File: config.mk
export PLATFORM = sky130hd
export DESIGN_NAME = approximate_substring_score_top
export DESIGN_NICKNAME = d
export VERILOG_FILES = /design/src/assc_pkg.sv /design/src/assc_ram.sv /design/src/assc_ctrl.sv /design/src/assc_dp.sv /design/src/approximate_substring_score_top.sv
export SDC_FILE = /design/constraint.sdc
export NUM_CORES = 2
export LEC_CHECK = 0
export BUFFER_PORTS_ARGS = -buffer_cell sky130_fd_sc_hd__buf_2
export CAP_MARGIN = 30
export CORE_MARGIN = 5
export CORE_UTILIZATION = 45
export DETAILED_ROUTE_END_ITERATION = 12
export GPL_TIMING_DRIVEN = 0
export PLACE_DENSITY = 0.58
export SYNTH_ARGS = -nofsm -noshare
export SYNTH_HDL_FRONTEND = slang
export SYNTH_HIERARCHICAL = 1
export SYNTH_SLANG_ARGS = --single-unit
File: constraint.sdc
create_clock -name clk -period 12.5 [get_ports clk]
set_input_delay 0.625 -clock clk [delete_from_list [all_inputs] [get_ports clk]]
set_output_delay 0.625 -clock clk [all_outputs]
set_load 0.05 [all_outputs]
File: src/assc_pkg.sv
// Shared types and constants for the approximate substring score block.
// No dependencies; imported by every module of the block except assc_ram.
package assc_pkg;

	localparam int SCORE_W = 13;
	localparam logic [SCORE_W-1:0] SCORE_MAX = 13'd8191;

	localparam logic [1:0] ACT_TEXT  = 2'd0;
	localparam logic [1:0] ACT_QUERY = 2'd1;
	localparam logic [1:0] ACT_SCORE = 2'd2;

	localparam logic [1:0] REG_INSERT = 2'd0;
	localparam logic [1:0] REG_DELETE = 2'd1;
	localparam logic [1:0] REG_CHANGE = 2'd2;

	typedef struct packed {
		logic [1:0] action;
		logic [7:0] char_code;
	} req_t;

	typedef struct packed {
		logic [SCORE_W-1:0] score;
		logic               overflow;
	} rsp_t;

	typedef enum logic [3:0] {
		ST_IDLE,
		ST_START,
		ST_OUTER,
		ST_INNER,
		ST_WALK,
		ST_RD1,
		ST_EVAL,
		ST_MUL,
		ST_CMP,
		ST_DECIDE,
		ST_FIN
	} state_t;

	typedef struct packed {
		logic append;
		logic init_score;
		logic init_outer;
		logic init_walk;
		logic rd0;
		logic rd1;
		logic eval;
		logic mul;
		logic cmp;
		logic decide;
		logic load_out;
	} cmd_t;

	typedef struct packed {
		logic tlen_zero;
		logic s_end;
		logic b_end;
		logic walk_live;
		logic stop;
		logic out_free;
	} status_t;

endpackage

File: src/assc_ram.sv
// Generic single write port, single read port RAM with registered read.
// No dependencies.
module assc_ram #(
	parameter int W = 8,
	parameter int D = 64
) (
	input  logic                 clk,
	input  logic                 we,
	input  logic [$clog2(D)-1:0] waddr,
	input  logic [W-1:0]         wdata,
	input  logic [$clog2(D)-1:0] raddr,
	output logic [W-1:0]         rdata
);

	logic [W-1:0] mem_q [D];

	always_ff @(posedge clk) begin
		if (we) begin
			mem_q[waddr] <= wdata;
		end
		rdata <= mem_q[raddr];
	end

endmodule

File: src/assc_ctrl.sv
// Sequencer for the scoring search: loads, outer/inner loops, walk steps.
// Depends on assc_pkg.
module assc_ctrl import assc_pkg::*; (
	input  logic       clk,
	input  logic       arst_n,
	input  logic       req_valid,
	input  logic [1:0] req_action,
	output logic       req_stall,
	input  status_t    st,
	output cmd_t       cmd
);

	state_t state_q, state_d;

	always_ff @(posedge clk or negedge arst_n) begin
		if (!arst_n) begin
			state_q <= ST_IDLE;
		end else begin
			state_q <= state_d;
		end
	end

	always_comb begin
		state_d = state_q;
		unique case (state_q)
			ST_IDLE: begin
				if (req_valid && req_action == ACT_SCORE) state_d = ST_START;
			end
			ST_START:  state_d = st.tlen_zero ? ST_FIN : ST_OUTER;
			ST_OUTER:  state_d = st.s_end ? ST_FIN : ST_INNER;
			ST_INNER:  state_d = st.b_end ? ST_DECIDE : ST_WALK;
			ST_WALK:   state_d = st.walk_live ? ST_RD1 : ST_MUL;
			ST_RD1:    state_d = ST_EVAL;
			ST_EVAL:   state_d = st.stop ? ST_MUL : ST_WALK;
			ST_MUL:    state_d = ST_CMP;
			ST_CMP:    state_d = ST_INNER;
			ST_DECIDE: state_d = ST_OUTER;
			ST_FIN: begin
				if (st.out_free) state_d = ST_IDLE;
			end
			default:   state_d = ST_IDLE;
		endcase
	end

	always_comb begin
		cmd = '0;
		req_stall = 1'b1;
		unique case (state_q)
			ST_IDLE: begin
				req_stall = 1'b0;
				cmd.append = req_valid;
			end
			ST_START:  cmd.init_score = 1'b1;
			ST_OUTER:  cmd.init_outer = !st.s_end;
			ST_INNER:  cmd.init_walk = !st.b_end;
			ST_WALK:   cmd.rd0 = st.walk_live;
			ST_RD1:    cmd.rd1 = 1'b1;
			ST_EVAL:   cmd.eval = 1'b1;
			ST_MUL:    cmd.mul = 1'b1;
			ST_CMP:    cmd.cmp = 1'b1;
			ST_DECIDE: cmd.decide = 1'b1;
			ST_FIN:    cmd.load_out = st.out_free;
			default:   cmd = '0;
		endcase
	end

endmodule

File: src/assc_dp.sv
// Datapath: string stores, cost registers, walk/score arithmetic, result register.
// Depends on assc_pkg and assc_ram.
module assc_dp import assc_pkg::*; #(
	parameter int MAX_TEXT = 64,
	parameter int MAX_QUERY = 64
) (
	input  logic       clk,
	input  logic       arst_n,
	input  req_t       req,
	input  logic       wr_en,
	input  logic [1:0] wr_index,
	input  logic [3:0] wr_data,
	input  cmd_t       cmd,
	output status_t    st,
	output logic       rsp_valid,
	input  logic       rsp_stall,
	output rsp_t       rsp
);

	localparam int MAXL = (MAX_TEXT > MAX_QUERY) ? MAX_TEXT : MAX_QUERY;
	localparam int IW   = $clog2(MAXL + 3);
	localparam int TAW  = $clog2(MAX_TEXT);
	localparam int QAW  = $clog2(MAX_QUERY);
	localparam int PW   = IW + 5;
	localparam int SW   = 2 * IW + 2;
	localparam int TW   = (2 * IW + 3 > SCORE_W + 2) ? 2 * IW + 3 : SCORE_W + 2;

	logic [3:0] ic_q, dc_q, cc_q;
	logic [IW-1:0] tlen_q, qlen_q, wb_q, ws_q, b_q, s_q, best_end_q, hits_q;
	logic [PW-1:0] pen_q;
	logic [2*IW-1:0] sq_q;
	logic signed [SW-1:0] best_q;
	logic signed [TW-1:0] total_q;
	logic have_q, ovf_q, tv_q, qv_q, rsp_valid_q;
	logic [7:0] t0_q, q0_q;
	rsp_t rsp_q;

	logic [7:0] t_rdata, q_rdata, t1, q1;
	logic t_we, q_we;
	logic [IW-1:0] t_ridx, q_ridx;
	logic m0, m1, m2, m3;
	logic signed [SW-1:0] sc;
	logic signed [TW-1:0] dc_m1;

	// appends
	assign t_we = cmd.append && req.action == ACT_TEXT && req.char_code != 8'd0
		&& tlen_q < IW'(MAX_TEXT);
	assign q_we = cmd.append && req.action == ACT_QUERY && req.char_code != 8'd0
		&& qlen_q < IW'(MAX_QUERY);

	assign t_ridx = cmd.rd0 ? wb_q : wb_q + IW'(1);
	assign q_ridx = cmd.rd0 ? ws_q : ws_q + IW'(1);

	assc_ram #(.W(8), .D(MAX_TEXT)) u_text (
		.clk(clk), .we(t_we), .waddr(tlen_q[TAW-1:0]), .wdata(req.char_code),
		.raddr(t_ridx[TAW-1:0]), .rdata(t_rdata)
	);

	assc_ram #(.W(8), .D(MAX_QUERY)) u_query (
		.clk(clk), .we(q_we), .waddr(qlen_q[QAW-1:0]), .wdata(req.char_code),
		.raddr(q_ridx[QAW-1:0]), .rdata(q_rdata)
	);

	// positions past an end read as zero
	assign t1 = tv_q ? t_rdata : 8'd0;
	assign q1 = qv_q ? q_rdata : 8'd0;
	assign m0 = t0_q == q0_q;
	assign m1 = t1 == q0_q;
	assign m2 = t0_q == q1;
	assign m3 = t1 == q1;

	assign sc = $signed(SW'(sq_q)) - $signed(SW'(pen_q));
	assign dc_m1 = $signed(TW'(dc_q)) - $signed(TW'(1));

	assign st.tlen_zero = tlen_q == '0;
	assign st.s_end     = s_q >= qlen_q;
	assign st.b_end     = b_q >= tlen_q;
	assign st.walk_live = wb_q < tlen_q && ws_q < qlen_q;
	assign st.stop      = !(m0 || m1 || m2 || m3);
	assign st.out_free  = !rsp_valid_q || !rsp_stall;

	always_ff @(posedge clk or negedge arst_n) begin
		if (!arst_n) begin
			ic_q <= 4'd1;
			dc_q <= 4'd1;
			cc_q <= 4'd3;
			tlen_q <= '0;
			qlen_q <= '0;
			ovf_q <= 1'b0;
			rsp_valid_q <= 1'b0;
		end else begin
			if (wr_en) begin
				unique case (wr_index)
					REG_INSERT: ic_q <= wr_data;
					REG_DELETE: dc_q <= wr_data;
					REG_CHANGE: cc_q <= wr_data;
					default: ;
				endcase
			end
			if (t_we) tlen_q <= tlen_q + IW'(1);
			if (q_we) qlen_q <= qlen_q + IW'(1);
			if (cmd.append && req.char_code != 8'd0 &&
				((req.action == ACT_TEXT && !t_we) || (req.action == ACT_QUERY && !q_we)))
				ovf_q <= 1'b1;
			rsp_valid_q <= cmd.load_out || (rsp_valid_q && rsp_stall);
			if (cmd.load_out) begin
				tlen_q <= '0;
				qlen_q <= '0;
				ovf_q <= 1'b0;
			end
		end
	end

	always_ff @(posedge clk) begin
		if (cmd.init_score) begin
			total_q <= '0;
			s_q <= '0;
		end
		if (cmd.init_outer) begin
			best_q <= '1;
			have_q <= 1'b0;
			b_q <= '0;
		end
		if (cmd.init_walk) begin
			wb_q <= b_q;
			ws_q <= s_q;
			hits_q <= '0;
			pen_q <= '0;
		end
		if (cmd.rd0) begin
			tv_q <= wb_q < tlen_q;
			qv_q <= ws_q < qlen_q;
		end
		if (cmd.rd1) begin
			t0_q <= tv_q ? t_rdata : 8'd0;
			q0_q <= qv_q ? q_rdata : 8'd0;
			tv_q <= (wb_q + IW'(1)) < tlen_q;
			qv_q <= (ws_q + IW'(1)) < qlen_q;
		end
		if (cmd.eval && !st.stop) begin
			hits_q <= hits_q + IW'(1);
			if (m0) begin
				wb_q <= wb_q + IW'(1);
				ws_q <= ws_q + IW'(1);
			end else if (m1) begin
				wb_q <= wb_q + IW'(2);
				ws_q <= ws_q + IW'(1);
				pen_q <= pen_q + PW'(ic_q);
			end else if (m2) begin
				wb_q <= wb_q + IW'(1);
				ws_q <= ws_q + IW'(2);
				pen_q <= pen_q + PW'(dc_q);
			end else begin
				wb_q <= wb_q + IW'(2);
				ws_q <= ws_q + IW'(2);
				pen_q <= pen_q + PW'(cc_q);
			end
		end
		if (cmd.mul) sq_q <= (2 * IW)'(hits_q) * (2 * IW)'(hits_q);
		if (cmd.cmp) begin
			// strict compare: first of equal scores stays
			if (sc > best_q) begin
				best_q <= sc;
				best_end_q <= ws_q;
				have_q <= 1'b1;
			end
			b_q <= b_q + IW'(1);
		end
		if (cmd.decide) begin
			if (have_q && best_end_q > s_q) begin
				total_q <= total_q + TW'(best_q);
				s_q <= best_end_q;
			end else begin
				if (total_q >= dc_m1) total_q <= total_q - $signed(TW'(dc_q));
				s_q <= s_q + IW'(1);
			end
		end
		if (cmd.load_out) begin
			rsp_q.overflow <= ovf_q;
			if (total_q < 0) rsp_q.score <= '0;
			else if (total_q > $signed(TW'(SCORE_MAX))) rsp_q.score <= SCORE_MAX;
			else rsp_q.score <= total_q[SCORE_W-1:0];
		end
	end

	assign rsp_valid = rsp_valid_q;
	assign rsp = rsp_q;

endmodule

File: src/approximate_substring_score_top.sv
// Top level of the approximate substring score block.
// Depends on assc_pkg, assc_ctrl, assc_dp (and assc_ram below it).
//
//  word    | valid     | stall     | payload
//  request | req_valid | req_stall | req (action, char_code)
//  result  | rsp_valid | rsp_stall | rsp (score, overflow)
//  config  | wr_en     | -         | wr_index, wr_data
//
// Character words are taken at once while idle. A score word is taken at once, then the
// request side stalls through the search (walk steps of read, second read, compare, plus
// text start and query position states), bounded by the stored lengths.
// Reset clears lengths, overflow flag and result valid, and restores the default costs.
// A result held by rsp_stall blocks only the next score word's completion.
module approximate_substring_score_top import assc_pkg::*; #(
	parameter int MAX_TEXT = 64,
	parameter int MAX_QUERY = 64
) (
	input  logic       clk,
	input  logic       arst_n,
	input  logic       req_valid,
	output logic       req_stall,
	input  req_t       req,
	output logic       rsp_valid,
	input  logic       rsp_stall,
	output rsp_t       rsp,
	input  logic       wr_en,
	input  logic [1:0] wr_index,
	input  logic [3:0] wr_data
);

	cmd_t    cmd;
	status_t st;

	assc_ctrl u_ctrl (
		.clk(clk), .arst_n(arst_n), .req_valid(req_valid), .req_action(req.action),
		.req_stall(req_stall), .st(st), .cmd(cmd)
	);

	assc_dp #(.MAX_TEXT(MAX_TEXT), .MAX_QUERY(MAX_QUERY)) u_dp (
		.clk(clk), .arst_n(arst_n), .req(req), .wr_en(wr_en), .wr_index(wr_index),
		.wr_data(wr_data), .cmd(cmd), .st(st), .rsp_valid(rsp_valid),
		.rsp_stall(rsp_stall), .rsp(rsp)
	);

endmodule
# Word level (Yosys, flattened, before mapping)
# Memories as Yosys holds them, arrays and structs flattened. A register that Yosys moved wholly into a read port is not among the register bits.
# Index checks and enable logic that the tools add are counted.
dict set report classes {
  addsub 16
  multipliers 1
  div 0
  n_lt_le_gt_ge 13
  n_eq_ne 20
  shift 0
  mux 70
  n_bitwise 0
  n_reduce_logical 44
}
# operator count
set op_table {}
lappend op_table {{7-bit two-way mux} 20}
lappend op_table {{17-bit two-way mux} 4}
lappend op_table {{12-bit two-way mux} 5}
lappend op_table {{7-bit by 1-bit adder with 7-bit output, second input constant} 7}
lappend op_table {{16-bit two-way mux} 3}
lappend op_table {{4-bit case mux with 11 select lines} 1}
lappend op_table {{12-bit by 4-bit adder with 12-bit output} 3}
lappend op_table {{8-bit equality test} 4}
lappend op_table {{7-bit less-than comparator} 4}
lappend op_table {{1-bit two-way mux} 25}
lappend op_table {{4-bit two-way mux} 5}
lappend op_table {{17-bit by 16-bit adder with 17-bit output} 1}
lappend op_table {{17-bit by 5-bit greater-or-equal comparator with 1-bit output} 1}
lappend op_table {{17-bit by 14-bit > comparator with 1-bit output, second input constant} 1}
lappend op_table {{17-bit by 1-bit less-than comparator with 1-bit output, second input constant} 1}
lappend op_table {{17-bit by 5-bit subtractor with 17-bit output} 1}
lappend op_table {{4-bit by 3-bit equality test with 1-bit output, second input constant} 4}
lappend op_table {{15-bit by 16-bit > comparator with 1-bit output} 1}
lappend op_table {{8-bit two-way mux} 2}
lappend op_table {{1-bit logical AND} 15}
lappend op_table {{14-bit by 12-bit subtractor with 15-bit output} 1}
lappend op_table {{7-bit by 2-bit adder with 7-bit output, second input constant} 2}
lappend op_table {{7-bit greater-or-equal comparator} 2}
lappend op_table {{7-bit less-than comparator, second input constant} 2}
lappend op_table {{other kinds (20)} 49}
dict set report totals {
  register_bits 166
  latchBits 0
  mem_bits_rw 1024
  rom_bits 0
  output_inout_bits 16
  elab_cells 191
  memories 2
}
# name words word_bits rd rd_clocked_by_memory_dff wr line
set memory_table {}
lappend memory_table {u_dp.u_query.mem_q 64 8 1 1 1 assc_ram.sv:15} ;# logic [W-1:0] mem_q [D];
lappend memory_table {u_dp.u_text.mem_q 64 8 1 1 1 assc_ram.sv:15}

# Depth between registers and ports, before layout
dict set report depth {
  word_depth 11
  mapped_depth 22
  depth_no_buf 20
}

# Hierarchy
# The synthesis kept the hierarchy.
# mod n_inst cells_each area_per_inst_um2
set modules_own_cells {}
lappend modules_own_cells {assc_ram 2 940 20166.8}
lappend modules_own_cells {assc_dp 1 1369 12747.2}
lappend modules_own_cells {assc_ctrl 1 56 390.4}

# Least setup slack after synthesis
# No wires, ideal clock.
dict set report synth_path {
  path_type {register to register}
  from {register u_dp.hits_q[0]}
  to {register u_dp.sq_q[12], data pin}
  setup_ns 0.258
  t_arrival_ns 4.110
  path_slack_ns 8.132
  path_stages_with_launch 18
  synth_period_minus_slack_ns 4.368
  cell_sequence {edfxtp_1 -> clkbuf_1 -> nand2_1 -> fa_1 -> fa_1 -> inv_1 -> fa_1 -> inv_1 -> fa_1 -> inv_1 -> ha_1 -> inv_1 -> o21bai_1 -> a21oi_1 -> o21ai_0 -> a21o_1 -> a21oi_1 -> xnor2_1}
}
dict set report synth_via {
  elab_chain_cells 1
}
# element line
set synth_rtl {}
lappend synth_rtl {{from (decl)} assc_dp.sv:29} ;# logic [IW-1:0] tlen_q, qlen_q, wb_q, ws_q, b_q, s_q, best_end_q, hits_q;
lappend synth_rtl {{from (signal assigned)} assc_dp.sv:141} ;# hits_q <= hits_q + IW'(1);
lappend synth_rtl {{7-bit by 7-bit multiplier with 14-bit output} assc_dp.sv:159} ;# if (cmd.mul) sq_q <= (2 * IW)'(hits_q) * (2 * IW)'(hits_q);
lappend synth_rtl {{to (signal assigned)} assc_dp.sv:159}
lappend synth_rtl {{to (decl)} assc_dp.sv:31} ;# logic [2*IW-1:0] sq_q;
# Every way passes these cells.
# A chain may end at the register's enable or synchronous reset.

==> impl_results.md <==
* Period minus WS final at 6.70 ns
* Fmax at 0.149 GHz
* Pwr Total at 0.0108 W
* Worst skew pair latency at 0.72 ns
* # port buffers at 36
* Num ports at 37
* Sw frac at 29.0%
* Post-CTS Hold Buffers at 1
* CP Data Arrival Time at 7.21 ns
* Clock network fraction of total power at 33.3%
* Lkg Pwr at 20.2 nW
* Post-Syn Area at 0.0535 mm2
* Site Rows at 126
* Die width at 355 um
* Final Setup Violations at 0
* Worst Setup Start Kind: register
* Sw Pwr at 0.00314 W
* Vias in the first global route at 30.8k
* Largest net degree at the start of global routing at 90
* Max-Cap Viols at 0
* Final RePlAce weighted congestion at 0.889
* Hold path depth at 2
* Post-Route WL at 132 mm
* GR Overflow Total at 0
* Layout cells sized above 1 at 18.2%
* Status: finished clean
* Post-CTS Setup Inserts at 0
* Drc violations at 0
* Critical path required time at 13.01 ns
* Post_cts resized at 0
* Cell mode on critical path: a21o_1
* Total CTS buffers at 121
* Total GRT Usage at 20.9%
* Fin crit share at 53.6%
* Sequential-to-total area share from yosys stat at 66.2%
* Slew Limit Fails at 0
* First-pass GRT wire length at 198 mm
* Worst Max-Slew Pin Slew at 1.11 ns
* R2r worst-path depth at 22
* Ys flop type: edfxtp_1
* #FFs+latches synth at 1,205
* Ys async rst share at 2.66%
* Worst-path clk slew at 0.06 ns
* CP max-delay cell: nor4_1
* Die Span Y at 355 um
* Synth cell types at 95
* Critical path capture point type: register
* Unrepaired setup endpoints after global routing: false
* Power Density at 181 mW/mm2
* Clk sinks at 1,205
* Pre-antenna DRT Iters at 6
* Clock Tree Buf Depth at 3
* Root buf cell: clkbuf_16
* Initial Utilization at 45.3%
* Hold Crit Class: in2reg
* Flop pwr share at 43.9%
* Nets@finish at 3,675
* H-tree Lvls at 3
* Core Footprint at 0.118 mm2
* Vias per inst at 5.96
* Worst vdd ir at 0.117 mV
* TritonCTS clock tree: done
* Wirelength per Cell at 25.9 um
* Final-report hold violation count at 0
* Layout Skew at 0.0413 ns
* Relative slew slack at 25.4%
* Synth warn at 6
* Initial antenna violation count at 2
* DRT iter0 DRCs at 2,824
* Final TNS setup at 0 ns
* CP Cell Sequence: inv_1, ha_1, a21o_1, a21o_1, a21o_1, a21o_1, a21oi_1, nor2b_1, nor4_1, nand2_1, nor2_1, clkbuf_1, mux2_2, buf_4, buf_2, buf_4, buf_2, nand3_1, o221ai_1, a21oi_1, o21ai_1, o41ai_1
* Area Overhead vs Synth at 12.1%
* Slowest Stage Delay on Critical Path at 0.63 ns
* Setup CP Type: reg2reg
* Combinational power share at 22.8%
* Fill count at 9,645
* Critical-path maximum fanout at 10
* Int Pwr at 0.00768 W
* Syn_area_per_cell at 16.2 um2
* Vias at 30.5k
* Post-DRT Antenna Nets at 0
* Die Area at 0.126 mm2
* Dpl hpwl at 91.1 mm
* Diodes inserted at 0
* Post-synthesis net count at 3,492
* Post-synth EDFFs at 1,111
* Cells after Synth at 3,305
## placed cells by master, fill, tap and decap left out, types with 38 or more instances in the layout
cell	n
nand2_1	127
buf_2	60
inv_1	108
buf_4	48
ha_1	148
xnor2_1	76
nor3_1	38
mux2_2	42
mux4_2	252
nand3_1	52
mux2i_1	56
a21oi_1	83
o21ai_0	74
nor2b_1	53
clkbuf_1	76
nor2_1	304
clkbuf_16	123
edfxtp_1	1111
dfxtp_1	62
## final timing paths
path / to / start / slack (ns)
worst max-delay path: u_dp/u_text/rdata[5]$_DFF_P_ / u_dp/tlen_q[1]$_DFFE_PN0P_ / 5.80
min in group asynchronous: u_dp/ovf_q$_DFFE_PN0P_ / arst_n / 0.56
worst min register to register: u_dp/pen_q[7]$_DFF_P_ / u_dp/pen_q[7]$_DFF_P_ / 0.47
max in group asynchronous: u_dp/qlen_q[0]$_DFFE_PN0P_ / arst_n / 11.39
worst min-delay path: u_dp/cc_q[3]$_DFFE_PN0P_ / wr_data[3] / 0.18
worst max register to register: u_dp/u_text/rdata[5]$_DFF_P_ / u_dp/tlen_q[1]$_DFFE_PN0P_ / 5.80
## stage by stage
stage	hold WS [ns]	setup slack (ns)	cells	util, %	area (um2)
floorplan	0.329	8.13	3305	-	53500
global placement	0.454	5.80	4877	47.1	55600
detailed placement	0.450	6.07	4896	47.4	55900
CTS	0.125	6.02	5119	50.7	59900
global route	0.173	5.60	5123	50.8	59900
finish	0.184	5.80	5123	50.8	59900
## state kept, by name, summed over array words and instances (netlist names), 8 cells and up
name / cells
u_dp/u_query/mem_q: 512
u_dp/u_text/mem_q: 512
u_dp/total_q: 17
u_dp/best_q: 16
u_dp/rsp: 14
u_dp/sq_q: 13
u_dp/pen_q: 12
u_dp/q0_q: 8
u_dp/t0_q: 8
u_dp/u_query/rdata: 8
u_dp/u_text/rdata: 8
## worst max-delay path: cells and delay by family (launching register included)
kind                       cells  cell delay [ns]
DFF                            1             0.45
AOI/OAI and AO/OA              9             1.76
buffers and inverters          6             1.98
adders and majority gates      1             0.32
muxes                          1             0.27
and+or+nand+nor                5             1.65
## cells by family after synthesis
family                   share of synthesized area [%]
AO/OA/AOI/OAI                                     5.70
adder cells (fa/ha/maj)                           4.14
multiplexers                                      12.5
AND/OR/NAND/NOR                                   7.23
flip-flops                                        66.2
buffers and inverters                             2.35
XOR/XNOR                                          1.82
## synth_stat cells, types with 9 or more instances
master,number,area share [%]
xor2_1,35,0.57
nand4_1,25,0.29
o21a_1,23,0.32
dfrtp_1,28,1.3
o21ai_1,10,0.094
o31ai_1,16,0.22
ha_1,148,3.5
nor2b_1,53,0.62
buf_2,32,0.30
edfxtp_1,1111,62
xnor2_1,76,1.2
nand3b_1,15,0.21
and3_1,17,0.20
clkbuf_1,57,0.40
a31oi_1,10,0.12
nor4_1,12,0.14
nand2_1,127,0.89
and2_1,37,0.43
nand3_1,52,0.49
or3_1,14,0.16
nor2_1,305,2.1
nor3_1,39,0.37
buf_6,11,0.23
o22ai_1,23,0.27
dfxtp_1,62,2.3
o221ai_1,18,0.29
inv_1,108,0.76
fa_1,18,0.67
a21oi_1,83,0.78
mux4_2,252,11
a221oi_1,15,0.25
mux2i_1,56,1.0
a22oi_1,17,0.24
a211oi_1,21,0.29
buf_1,9,0.063
a21o_1,36,0.51
buf_4,30,0.42
nand2b_1,37,0.43
o21ai_0,74,0.69
mux2_2,42,0.88
## per-layer routing
layer	routed length, um	up-vias	track usage, %
li1	-	13400	-
met1	55700	15800	28.7
met4	4070	0	6.18
met2	64000	1109	34.7
met5	0	-	0
met3	8630	241	3.33
## power by group through the flow
| stage | logic, W | clock network [W] | registers, W |
|---|---|---|---|
| after global routing | 0.00270 | 0.00386 | 0.00477 |
| after global placement | 0.00237 | 0 | 0.00483 |
| final | 0.00247 | 0.00360 | 0.00475 |
| after CTS | 0.00246 | 0.00368 | 0.00475 |
| after floorplan | 0.00169 | 0 | 0.00481 |
| after detailed placement | 0.00245 | 0 | 0.00483 |
## final cells by class
class	instances	area [um2]	share of cell area [%]
clock inverters	80	806	1.34
repair buffers	60	577	0.962
inverters	108	405	0.676
well taps	1536	1920	3.21
clock buffers	142	3150	5.25
multi-input cells	1846	16800	28.1
plain buffers	146	852	1.42
flip-flops and latches	1205	35400	59.1
(Power assumes the default switching activity.)
